<file path="config.mk">
export PLATFORM = sky130hd
export DESIGN_NAME = sjis_to_font_rom_address_unit
export DESIGN_NICKNAME = d
export VERILOG_FILES = /design/src/design/sjtf_pkg.sv /design/src/design/sjtf_pair_addr.sv /design/src/design/sjis_to_font_rom_address_unit.sv
export VERILOG_INCLUDE_DIRS = /design/src /design/src/design
export SDC_FILE = /design/constraint.sdc
export NUM_CORES = 1
export LEC_CHECK = 0
export ABC_AREA = 0
export BUFFER_PORTS_ARGS = -buffer_cell sky130_fd_sc_hd__buf_2
export CELL_PAD_IN_SITES_DETAIL_PLACEMENT = 0
export CELL_PAD_IN_SITES_GLOBAL_PLACEMENT = 1
export CORE_MARGIN = 3
export CORE_UTILIZATION = 49
export CTS_BUF_LIST = sky130_fd_sc_hd__clkbuf_4
export DETAILED_ROUTE_END_ITERATION = 16
export PLACE_DENSITY = 0.85
export SLEW_MARGIN = 40
export SYNTH_ARGS = -nofsm -noshare
export SYNTH_HDL_FRONTEND = slang
export SYNTH_HIERARCHICAL = 1
export SYNTH_SLANG_ARGS = --single-unit
</file>
<file path="constraint.sdc">
create_clock -name clk_i -period 10.55 [get_ports clk_i]
set_input_delay 2.11 -clock clk_i [delete_from_list [all_inputs] [get_ports clk_i]]
set_output_delay 2.11 -clock clk_i [all_outputs]
set_load 0.1 [all_outputs]
</file>
<file path="src/design/sjis_to_font_rom_address_unit_macros.svh">
// Assertion macros shared by the Shift-JIS to font ROM address unit.
`ifndef SJIS_TO_FONT_ROM_ADDRESS_UNIT_MACROS_SVH
`define SJIS_TO_FONT_ROM_ADDRESS_UNIT_MACROS_SVH

// Same-cycle implication, checked on every rising edge out of reset.
`define SJTF_ASSERT_NOW(label, ante, cons, msg) \
  label: assert property (@(posedge clk_i) disable iff (!rst_ni) (ante) |-> (cons)) \
    else $error(msg);

// Next-cycle implication, checked on every rising edge out of reset.
`define SJTF_ASSERT_NEXT(label, ante, cons, msg) \
  label: assert property (@(posedge clk_i) disable iff (!rst_ni) (ante) |=> (cons)) \
    else $error(msg);

`endif

</file>
<file path="src/design/sjtf_pkg.sv">
// Types and constants of the Shift-JIS to font ROM address unit.
package sjtf_pkg;

  localparam int unsigned ByteW = 8;
  localparam int unsigned AddrW = 18;

  localparam logic [AddrW-1:0] AsciiBase = 18'd255968;
  localparam logic [15:0]      SubstCode = 16'h828F;

  // Ku range bases, given as JIS row bytes (ku + 0x20) and ROM offsets.
  localparam logic [ByteW-1:0] Row1Lo  = 8'h21;  // ku 1
  localparam logic [ByteW-1:0] Row1Hi  = 8'h2F;  // ku 15
  localparam logic [ByteW-1:0] Row16Lo = 8'h30;  // ku 16
  localparam logic [ByteW-1:0] Row16Hi = 8'h4F;  // ku 47
  localparam logic [ByteW-1:0] Row48Lo = 8'h50;  // ku 48
  localparam logic [ByteW-1:0] Row48Hi = 8'h74;  // ku 84
  localparam logic [ByteW-1:0] Row85   = 8'h75;  // ku 85
  localparam logic [ByteW-1:0] Row88Lo = 8'h78;  // ku 88
  localparam logic [ByteW-1:0] Row88Hi = 8'h79;  // ku 89
  localparam logic [ByteW-1:0] CellLo  = 8'h21;  // ten 1
  localparam logic [ByteW-1:0] CellHi  = 8'h7E;  // ten 94

  localparam logic [AddrW-1:0] Base1  = 18'd0;
  localparam logic [AddrW-1:0] Base16 = 18'd43584;
  localparam logic [AddrW-1:0] Base48 = 18'd138464;
  localparam logic [AddrW-1:0] Base85 = 18'd246944;
  localparam logic [AddrW-1:0] Base88 = 18'd249952;

  localparam logic [6:0] CellsPerRow = 7'd94;

  // Result of the two-byte address calculation.
  typedef struct packed {
    logic [AddrW-1:0] addr;
    logic             hit;
  } pair_res_t;

  // A byte that stands for a character on its own.
  function automatic logic is_single(input logic [ByteW-1:0] b);
    return (b < 8'h80) || ((b >= 8'hA1) && (b <= 8'hDF));
  endfunction

endpackage

</file>
<file path="src/design/sjtf_pair_addr.sv">
// Two-byte Shift-JIS code to JIS X 0208 ku/ten to 32-byte glyph address.
module sjtf_pair_addr (
  input  logic [sjtf_pkg::ByteW-1:0] lead_i,
  input  logic [sjtf_pkg::ByteW-1:0] trail_i,
  output sjtf_pkg::pair_res_t        res_o
);

  logic [7:0]                  c1_adj;
  logic [7:0]                  c2_adj;
  logic [7:0]                  c1_dbl;
  logic [7:0]                  jis_hi;
  logic [7:0]                  jis_lo;
  logic [7:0]                  row_base;
  logic [5:0]                  row_off;
  logic [6:0]                  cell_off;
  logic [11:0]                 glyph_idx;
  logic [sjtf_pkg::AddrW-1:0]  rom_base;
  logic                        row_hit;
  logic                        cell_hit;

  // Shift-JIS to JIS X 0208, all arithmetic wraps at eight bits.
  always_comb begin
    c1_adj = (lead_i >= 8'hE0) ? lead_i - 8'h40 : lead_i;
    c2_adj = (trail_i >= 8'h80) ? trail_i - 8'h01 : trail_i;
    c1_dbl = {c1_adj[6:0] - 7'h70, 1'b0};
    if (c2_adj >= 8'h9E) begin
      jis_hi = c1_dbl;
      jis_lo = c2_adj - 8'h7D;
    end else begin
      jis_hi = c1_dbl - 8'h01;
      jis_lo = c2_adj - 8'h1F;
    end
  end

  // Ku range selection; a ku that wraps below zero lands above every range.
  always_comb begin
    row_hit  = 1'b1;
    row_base = sjtf_pkg::Row1Lo;
    rom_base = sjtf_pkg::Base1;
    priority if (jis_hi >= sjtf_pkg::Row1Lo && jis_hi <= sjtf_pkg::Row1Hi) begin
      row_base = sjtf_pkg::Row1Lo;
      rom_base = sjtf_pkg::Base1;
    end else if (jis_hi >= sjtf_pkg::Row16Lo && jis_hi <= sjtf_pkg::Row16Hi) begin
      row_base = sjtf_pkg::Row16Lo;
      rom_base = sjtf_pkg::Base16;
    end else if (jis_hi >= sjtf_pkg::Row48Lo && jis_hi <= sjtf_pkg::Row48Hi) begin
      row_base = sjtf_pkg::Row48Lo;
      rom_base = sjtf_pkg::Base48;
    end else if (jis_hi == sjtf_pkg::Row85) begin
      row_base = sjtf_pkg::Row85;
      rom_base = sjtf_pkg::Base85;
    end else if (jis_hi >= sjtf_pkg::Row88Lo && jis_hi <= sjtf_pkg::Row88Hi) begin
      row_base = sjtf_pkg::Row88Lo;
      rom_base = sjtf_pkg::Base88;
    end else begin
      row_hit = 1'b0;
    end
  end

  always_comb begin
    logic [7:0] row_diff;
    logic [7:0] cell_diff;
    row_diff   = jis_hi - row_base;
    cell_diff  = jis_lo - sjtf_pkg::CellLo;
    row_off    = row_diff[5:0];
    cell_off   = cell_diff[6:0];
    cell_hit   = (jis_lo >= sjtf_pkg::CellLo) && (jis_lo <= sjtf_pkg::CellHi);
    glyph_idx  = {6'd0, row_off} * {5'd0, sjtf_pkg::CellsPerRow} + {5'd0, cell_off};
    res_o.hit  = row_hit && cell_hit;
    res_o.addr = res_o.hit ? {1'b0, glyph_idx, 5'd0} + rom_base : '0;
  end

endmodule

</file>
<file path="src/design/sjis_to_font_rom_address_unit.sv">
// Top level of the Shift-JIS to font ROM address unit.
//
//  Channel  Dir  Handshake                    Contents
//  s_axis   in   s_axis_tvalid/s_axis_tready  one Shift-JIS byte per transaction
//  m_axis   out  m_axis_tvalid/m_axis_tready  glyph address and flags per character
//
// The unit accepts one byte per cycle when the output side keeps up. A lead
// byte is only stored and causes no output transaction; a single byte or a
// trail byte is captured in the input register and moves on to the result
// register, which drives m_axis_tvalid. The conversion between them is a
// single pass of compares, a multiply by 94 and a few adds.
// Reset clears the held lead byte and both valid flags. When the result
// register is full and m_axis_tready is low, it holds, the input register still
// fills once, and s_axis_tready drops only while both are full.
module sjis_to_font_rom_address_unit (
  input  logic        clk_i,
  input  logic        rst_ni,
  input  logic        s_axis_tvalid,
  output logic        s_axis_tready,
  input  logic [7:0]  s_axis_tdata,   // [7:0] sjis_byte
  output logic        m_axis_tvalid,
  input  logic        m_axis_tready,
  output logic [23:0] m_axis_tdata,   // [17:0] glyph_address, [23:18] zero
  output logic [2:0]  m_axis_tuser    // [0] full_width, [1] mapped, [2] use_substitute
);

  // Lead byte tracking.
  logic                        lead_pending_q, lead_pending_d;
  logic [sjtf_pkg::ByteW-1:0]  lead_byte_q, lead_byte_d;

  // Input register: one character ready for conversion.
  logic                        in_valid_q, in_valid_d;
  logic                        in_full_q;
  logic [sjtf_pkg::ByteW-1:0]  in_lead_q;
  logic [sjtf_pkg::ByteW-1:0]  in_byte_q;

  // Result register.
  logic                        out_valid_q, out_valid_d;
  logic [sjtf_pkg::AddrW-1:0]  out_addr_q, out_addr_d;
  logic                        out_full_q;
  logic                        out_mapped_q, out_mapped_d;
  logic                        out_subst_q, out_subst_d;

  logic                        in_accept;
  logic                        in_is_single;
  logic                        takes_char;
  logic                        out_free;
  logic                        in_advance;
  sjtf_pkg::pair_res_t         pair_res;

  assign in_accept    = s_axis_tvalid && s_axis_tready;
  assign in_is_single = sjtf_pkg::is_single(s_axis_tdata);
  // A byte becomes a character when it completes a pair or stands alone.
  assign takes_char   = lead_pending_q || in_is_single;
  assign out_free     = !out_valid_q || m_axis_tready;
  assign in_advance   = in_valid_q && out_free;
  assign s_axis_tready = !in_valid_q || out_free;

  always_comb begin
    lead_pending_d = lead_pending_q;
    lead_byte_d    = lead_byte_q;
    if (in_accept) begin
      lead_pending_d = !takes_char;
      if (!takes_char) begin
        lead_byte_d = s_axis_tdata;
      end
    end
  end

  always_comb begin
    in_valid_d = in_valid_q;
    if (in_accept && takes_char) begin
      in_valid_d = 1'b1;
    end else if (in_advance) begin
      in_valid_d = 1'b0;
    end
  end

  sjtf_pair_addr u_pair_addr (
    .lead_i  (in_lead_q),
    .trail_i (in_byte_q),
    .res_o   (pair_res)
  );

  // Single bytes map only for bytes 0x20 to 0x7F, 16 bytes per glyph.
  always_comb begin
    logic [6:0] ascii_off;
    ascii_off = 7'(in_byte_q - 8'h20);
    if (in_full_q) begin
      out_addr_d   = pair_res.addr;
      out_mapped_d = pair_res.hit;
      out_subst_d  = ({in_lead_q, in_byte_q} == sjtf_pkg::SubstCode);
    end else begin
      out_mapped_d = (in_byte_q >= 8'h20) && (in_byte_q <= 8'h7F);
      out_addr_d   = out_mapped_d ? sjtf_pkg::AsciiBase + {7'd0, ascii_off, 4'd0} : '0;
      out_subst_d  = 1'b0;
    end
  end

  always_comb begin
    out_valid_d = out_valid_q;
    if (in_advance) begin
      out_valid_d = 1'b1;
    end else if (m_axis_tready) begin
      out_valid_d = 1'b0;
    end
  end

  always_ff @(posedge clk_i or negedge rst_ni) begin
    if (!rst_ni) begin
      lead_pending_q <= 1'b0;
      lead_byte_q    <= '0;
      in_valid_q     <= 1'b0;
      out_valid_q    <= 1'b0;
    end else begin
      lead_pending_q <= lead_pending_d;
      lead_byte_q    <= lead_byte_d;
      in_valid_q     <= in_valid_d;
      out_valid_q    <= out_valid_d;
    end
  end

  // Payload registers carry no reset.
  always_ff @(posedge clk_i) begin
    if (in_accept && takes_char) begin
      in_full_q <= lead_pending_q;
      in_lead_q <= lead_byte_q;
      in_byte_q <= s_axis_tdata;
    end
    if (in_advance) begin
      out_addr_q   <= out_addr_d;
      out_full_q   <= in_full_q;
      out_mapped_q <= out_mapped_d;
      out_subst_q  <= out_subst_d;
    end
  end

  assign m_axis_tvalid = out_valid_q;
  assign m_axis_tdata  = {6'd0, out_addr_q};
  assign m_axis_tuser  = {out_subst_q, out_mapped_q, out_full_q};

  `include "sjis_to_font_rom_address_unit_macros.svh"

  // An unmapped character always points at address zero.
  `SJTF_ASSERT_NOW(a_unmapped_zero, out_valid_q && !out_mapped_q, out_addr_q == '0, "unmapped result has nonzero address")
  // Only a two-byte code can ask for the substitute glyph.
  `SJTF_ASSERT_NOW(a_subst_full, out_valid_q && out_subst_q, out_full_q, "substitute flag on a single-byte result")
  // Mapped single bytes land in the ASCII area of the ROM.
  `SJTF_ASSERT_NOW(a_ascii_area, out_valid_q && !out_full_q && out_mapped_q, out_addr_q >= sjtf_pkg::AsciiBase, "single-byte address below ASCII area")
  // A stored lead byte is waiting for its trail and queues nothing.
  `SJTF_ASSERT_NEXT(a_lead_held, in_accept && !takes_char && !in_advance, lead_pending_q && (in_valid_q == $past(in_valid_q)), "lead byte handling broke")

endmodule
</file>
Word-level counts from Yosys, hierarchy flattened

Cells that the tools add are included.

Magnitude comparators: 18
Add/subtract/negate cells: 12
Shift-type cells: 0
Bitwise logic cells: 1
Div/mod/pow operators: 0
Muxes and demuxes: 27
$mul: 1
Reduce and logical (&&, ||, !) cells: 21
Equal/unequal tests: 2

Operators with widths:

| cell                                                               | number |
|---|---|
| 2-to-1 mux 18 bit                                                  | 8 |
| <= comparator 8 x 7 -> 1 bit (second input constant)               | 5 |
| greater-or-equal comparator 8 x 6 -> 1 bit (second input constant) | 4 |
| greater-or-equal comparator 8 bit (second input constant)          | 4 |
| 2-to-1 mux 6 bit                                                   | 4 |
| 2-to-1 mux 8 bit                                                   | 3 |
| adder 17 x 18 -> 18 bit                                            | 1 |
| equality test 16 bit (second input constant)                       | 1 |
| greater-or-equal comparator 8 x 7 -> 1 bit (second input constant) | 2 |
| subtractor 8 x 1 -> 8 bit (second input constant)                  | 2 |
| adder 14 x 12 -> 15 bit (first input constant)                     | 1 |
| subtractor 7 x 6 -> 7 bit (second input constant)                  | 2 |
| subtractor 7 bit (second input constant)                           | 2 |
| adder 12 x 7 -> 12 bit                                             | 1 |
| logical AND 1 bit                                                  | 11 |
| multiplier 6 x 6 -> 11 bit (second input constant)                 | 1 |
| 2-to-1 mux 1 bit                                                   | 10 |
| equality test 8 x 7 -> 1 bit (second input constant)               | 1 |
| <= comparator 8 x 6 -> 1 bit (second input constant)               | 1 |
| <= comparator 8 bit (second input constant)                        | 1 |
| less-than comparator 8 bit (second input constant)                 | 1 |
| subtractor 8 x 5 -> 8 bit (second input constant)                  | 1 |
| subtractor 8 x 7 -> 8 bit (second input constant)                  | 1 |
| 2-to-1 mux 7 bit                                                   | 1 |
| 7 further kinds                                                    | 13 |

Memory bits (writable): 0
Memory bits (read-only): 0
Word-level logic and storage cells: 93
Output and inout bits: 29
Bits in latches: 0
Memories: 0
Input port bits: 12
Bits in registers: 49

Logic depth before layout (Yosys ltp)

Depth in word-level cells: 18
Depth in mapped cells: 45
Depth with buffers taken out: 43

By module

Netlist, hierarchy kept.

By module, submodules not included:

| module                        | area each (sq um) | times used | cells each | seq. area each (sq um) |
|---|---|---|---|---|
| sjtf_pair_addr                | 3078.0            | 1          | 389        | 0.0 |
| sjis_to_font_rom_address_unit | 2063.2            | 1          | 148        | 1416.4 |

Worst setup path after synthesis

OpenSTA, ideal clock, no wires.

Path type: reg2reg
Start: reg in_byte_q[0] (netlist bit)
End: reg out_addr_q[17] (netlist bit), data pin
Cell stages (with the launch flop): 43
Clock period less this slack: 8286 ps
Required time: 10292 ps
Buffers on the path: 2
Arrival: 8028 ps
Slack: 2264 ps
Library setup time: 258 ps
Cells stage by stage: edfxtp_1 > buf_6 > inv_1 > ha_1 > nand2_1 > o31ai_1 > a21oi_4 > nor2_4 > inv_2 > o311a_1 > a311oi_1 > or2_1 > buf_6 > nand3_1 > inv_1 > ha_1 > nand2_1 > a21oi_1 > [7 not listed] > inv_1 > fa_1 > inv_1 > ha_1 > xor2_1 > ha_1 > nor2b_1 > o21a_1 > xor2_1 > ha_1 > or2_2 > a21oi_1 > a21oi_1 > a31oi_1 > xor2_1 > nor2_1 > nand2_1 > nand2_1

RTL lines:

| item                   | RTL line                             | source |
|---|---|---|
| start, declared        | sjis_to_font_rom_address_unit.sv:35  | `logic [sjtf_pkg::ByteW-1:0] in_byte_q;` |
| start signal, assigned | sjis_to_font_rom_address_unit.sv:128 | `in_byte_q <= s_axis_tdata;` |
| end signal, assigned   | sjis_to_font_rom_address_unit.sv:131 | `out_addr_q <= out_addr_d;` |
| end, declared          | sjis_to_font_rom_address_unit.sv:39  | `logic [sjtf_pkg::AddrW-1:0] out_addr_q, out_addr_d;` |

==> impl_metrics.py <==
metrics = {
    "status": {
        "status": "complete, no violations",
    },
    "logic_synthesis": {
        "syn_area_um2": 5140,
        "yosys_warnings": 6,
        "avgSynthCellArea_um2": 9.57,
        "synth_seq_cells": 49,
        "syn-instance-count": 537,
        "yosysUniqueCellTypes": 76,
        "ys_seq_area_share_pct": 27.5,
        "async_flop_share_pct": 22.4,
        "synthFlopType": "edfxtp_1",
        "synth_edf_count": 38,
    },
    "cts": {
        "cts_root_buf": "clkbuf_4",
        "cts.path.max_buffers": 2,
        "cts_tree": "built",
        "cts_resized": 0,
        "cts_max_level": 2,
        "postCtsSetupBuffers": 0,
        "cts_hold_buf": 0,
        "cts-buffers-inserted": 5,
        "worstSkewPairLatency_ps": 360,
        "clk_pin_slew_worst_paths_ps": 150,
        "clkSinkCount": 49,
    },
    "drt": {
        "vias": 3722,
        "wl_per_cell_um": 14.4,
        "via_per_inst": 5.34,
        "wirelength_um": 10100,
        "dr.pass1.iters": 4,
        "drc": 0,
        "drtAntennaViolNets": 0,
        "drtIter0Drc": 206,
    },
    "place": {
        "place_area_um2": 5350,
        "place_hpwl_um": 8260,
        "dp.cells": 689,
        "gp_congestion": 0.863,
        "port_buffers": 34,
    },
    "layout": {
        "syn2layout_area_growth_pct": 5.62,
        "final_cell_mix": "61 x inv_1, 59 x ha_1, 47 x nand2_1",
        "final_common_cell": "inv_1",
        "fin_cells": 697,
        "postLayoutCellArea_um2": 5430,
        "fillers": 953,
        "post-route-util_pct": 54.3,
        "nets": 648,
        "drive_gt1_share_pct": 14.5,
        "diodes": 0,
    },
    "floorplanning": {
        "rows": 36,
        "start_util_pct": 51.4,
        "die_area_um2": 11800,
        "die_height_um": 108,
        "ios": 41,
        "die_x_um": 108,
        "core_um2": 10000,
    },
    "worst_setup_path": {
        "r2r-end": "out_addr_q[17]",
        "cpMaxStageDelayCell": "edfxtp_1",
        "r2r_start": "in_byte_q[0]",
        "crit_path_max_incr_delay_ps": 550,
        "worstPathArrival_ps": 9510,
        "reg2reg_depth": 43,
        "worstPathRequired_ps": 10670,
        "crit_path_start_kind": "flip-flop",
        "cp_common_cell": "ha_1",
        "crit_type": "flip-flop to flip-flop",
        "worst-path-max-fanout": 10,
        "rrSetupSlack_ps": 1160,
        "crit_path_end_kind": "flip-flop",
    },
    "sta": {
        "setup_viol": 0,
        "fmax_ghz": 0.106,
        "slew_headroom_pct": 55.3,
        "min_period_over_period_pct": 89.0,
        "fin_tns_setup_ps": 0,
        "slew_viol_final": 0,
        "rsz0062_at_grt": "false",
        "worst_slew_pin_slew_ps": 670,
        "clock_skew_ps": 9.14,
        "min_period_ps": 9390,
        "finalHoldViolCount": 0,
    },
    "grt": {
        "grt_max_degree": 23,
        "grt_pass1_vias": 3719,
        "grt_pass1_wl_um": 17600,
        "gr-usage-all-layers_pct": 18.3,
        "antenna_found_initial": 0,
        "grt-ovfl-total": 0,
    },
    "worst_hold_path": {
        "holdPathStages": 0,
        "hold_end": "in_lead_q[6]",
        "hold_path.class": "flip-flop to flip-flop",
        "min_from": "lead_byte_q[6]",
    },
    "job": {
        "maxCapViolCount": 0,
    },
}
## area by class of cell
| cell class | count | area [um^2] | share of cell area [%] |
|---|---|---|---|
| Clock buffer | 6 | 45.0 | 0.829 |
| Clock inverter | 2 | 38.8 | 0.714 |
| Inverter | 63 | 236 | 4.35 |
| Multi-Input combinational cell | 409 | 3350 | 61.7 |
| Sequential cell | 49 | 1420 | 26.1 |
| Tap cell | 133 | 166 | 3.06 |
| Timing Repair Buffer | 35 | 178 | 3.27 |
## cells in the mapped netlist (5+ instances only)
master	instances	area, um^2
a21o_1	14	105
a21oi_1	27	135
and2_1	9	56.3
buf_4	14	105
dfrtp_1	11	275
edfxtp_1	38	1140
fa_1	14	280
ha_1	59	738
inv_1	61	229
mux2_4	5	75.1
nand2_1	47	176
nand2b_1	8	50.1
nand3_1	15	75.1
nor2_1	18	67.6
nor2_4	8	90.1
nor2b_1	6	37.5
nor3_1	10	50.1
o21ai_0	8	40.0
o21ai_1	8	40.0
o21bai_1	6	45.0
xnor2_1	38	333
xor2_1	18	158
## worst max-delay path, delay by kind of cell, from the launching register on
kind	cells	cell delay, ps
simple gates	12	1880
fa+ha+maj	8	2680
compound gates	10	1990
flops	1	550
buf+inv	6	580
xor+xnor	7	1450
## stage by stage
step	setup WS, ps	hold WS (ps)
floorplan	2260	417
global placement	1520	426
detailed placement	1170	432
CTS	1120	469
global route	407	480
finish	1160	464
## per-layer routing
| layer | GRT usage (%) | part of all wire [%] | vias to the layer above |
|---|---|---|---|
| met3 | 2.45 | 2.4 | 15 |
| met5 | 0 | 0 | - |
| met4 | 2.98 | 1.2 | 0 |
| met2 | 34.3 | 52 | 52 |
| met1 | 22.7 | 45 | 1760 |
| li1 | - | - | 1895 |
## registers in the layout, indices dropped and copies added (netlist names)
name / flops
out_addr_q: 18
in_byte_q: 8
in_lead_q: 8
lead_byte_q: 8
in_full_q: 1
in_valid_q: 1
lead_pending_q: 1
m_axis_tvalid: 1
out_full_q: 1
out_mapped_q: 1
out_subst_q: 1
## worst max-delay path by stage
| stage | start | endpoint |
|---|---|---|
| 3_5_place_dp | in_byte_q[0] | out_addr_q[17] |
| 4_1_cts | in_byte_q[0] | out_addr_q[17] |
| 5_1_grt | in_byte_q[0] | out_addr_q[17] |
| 3_3_place_gp | in_byte_q[0] | out_addr_q[17] |
| 6_report | in_byte_q[0] | out_addr_q[17] |
| 2_1_floorplan | in_byte_q[0] | out_addr_q[17] |
## logic make-up after synthesis
family	count (synthesis)	synth area share, %
muxes	6	1.65
and+or+nand+nor	155	17.4
buffers and inverters	88	8.06
DFF	49	27.5
AOI/OAI and AO/OA	106	15.0
other	2	0.146
xor gates and xnor gates	58	10.4
adders and majority gates	73	19.8
Power is left out: the tool's default activity adds up to more than one toggle a clock period on the data nets, which glitch-free logic cannot reach.
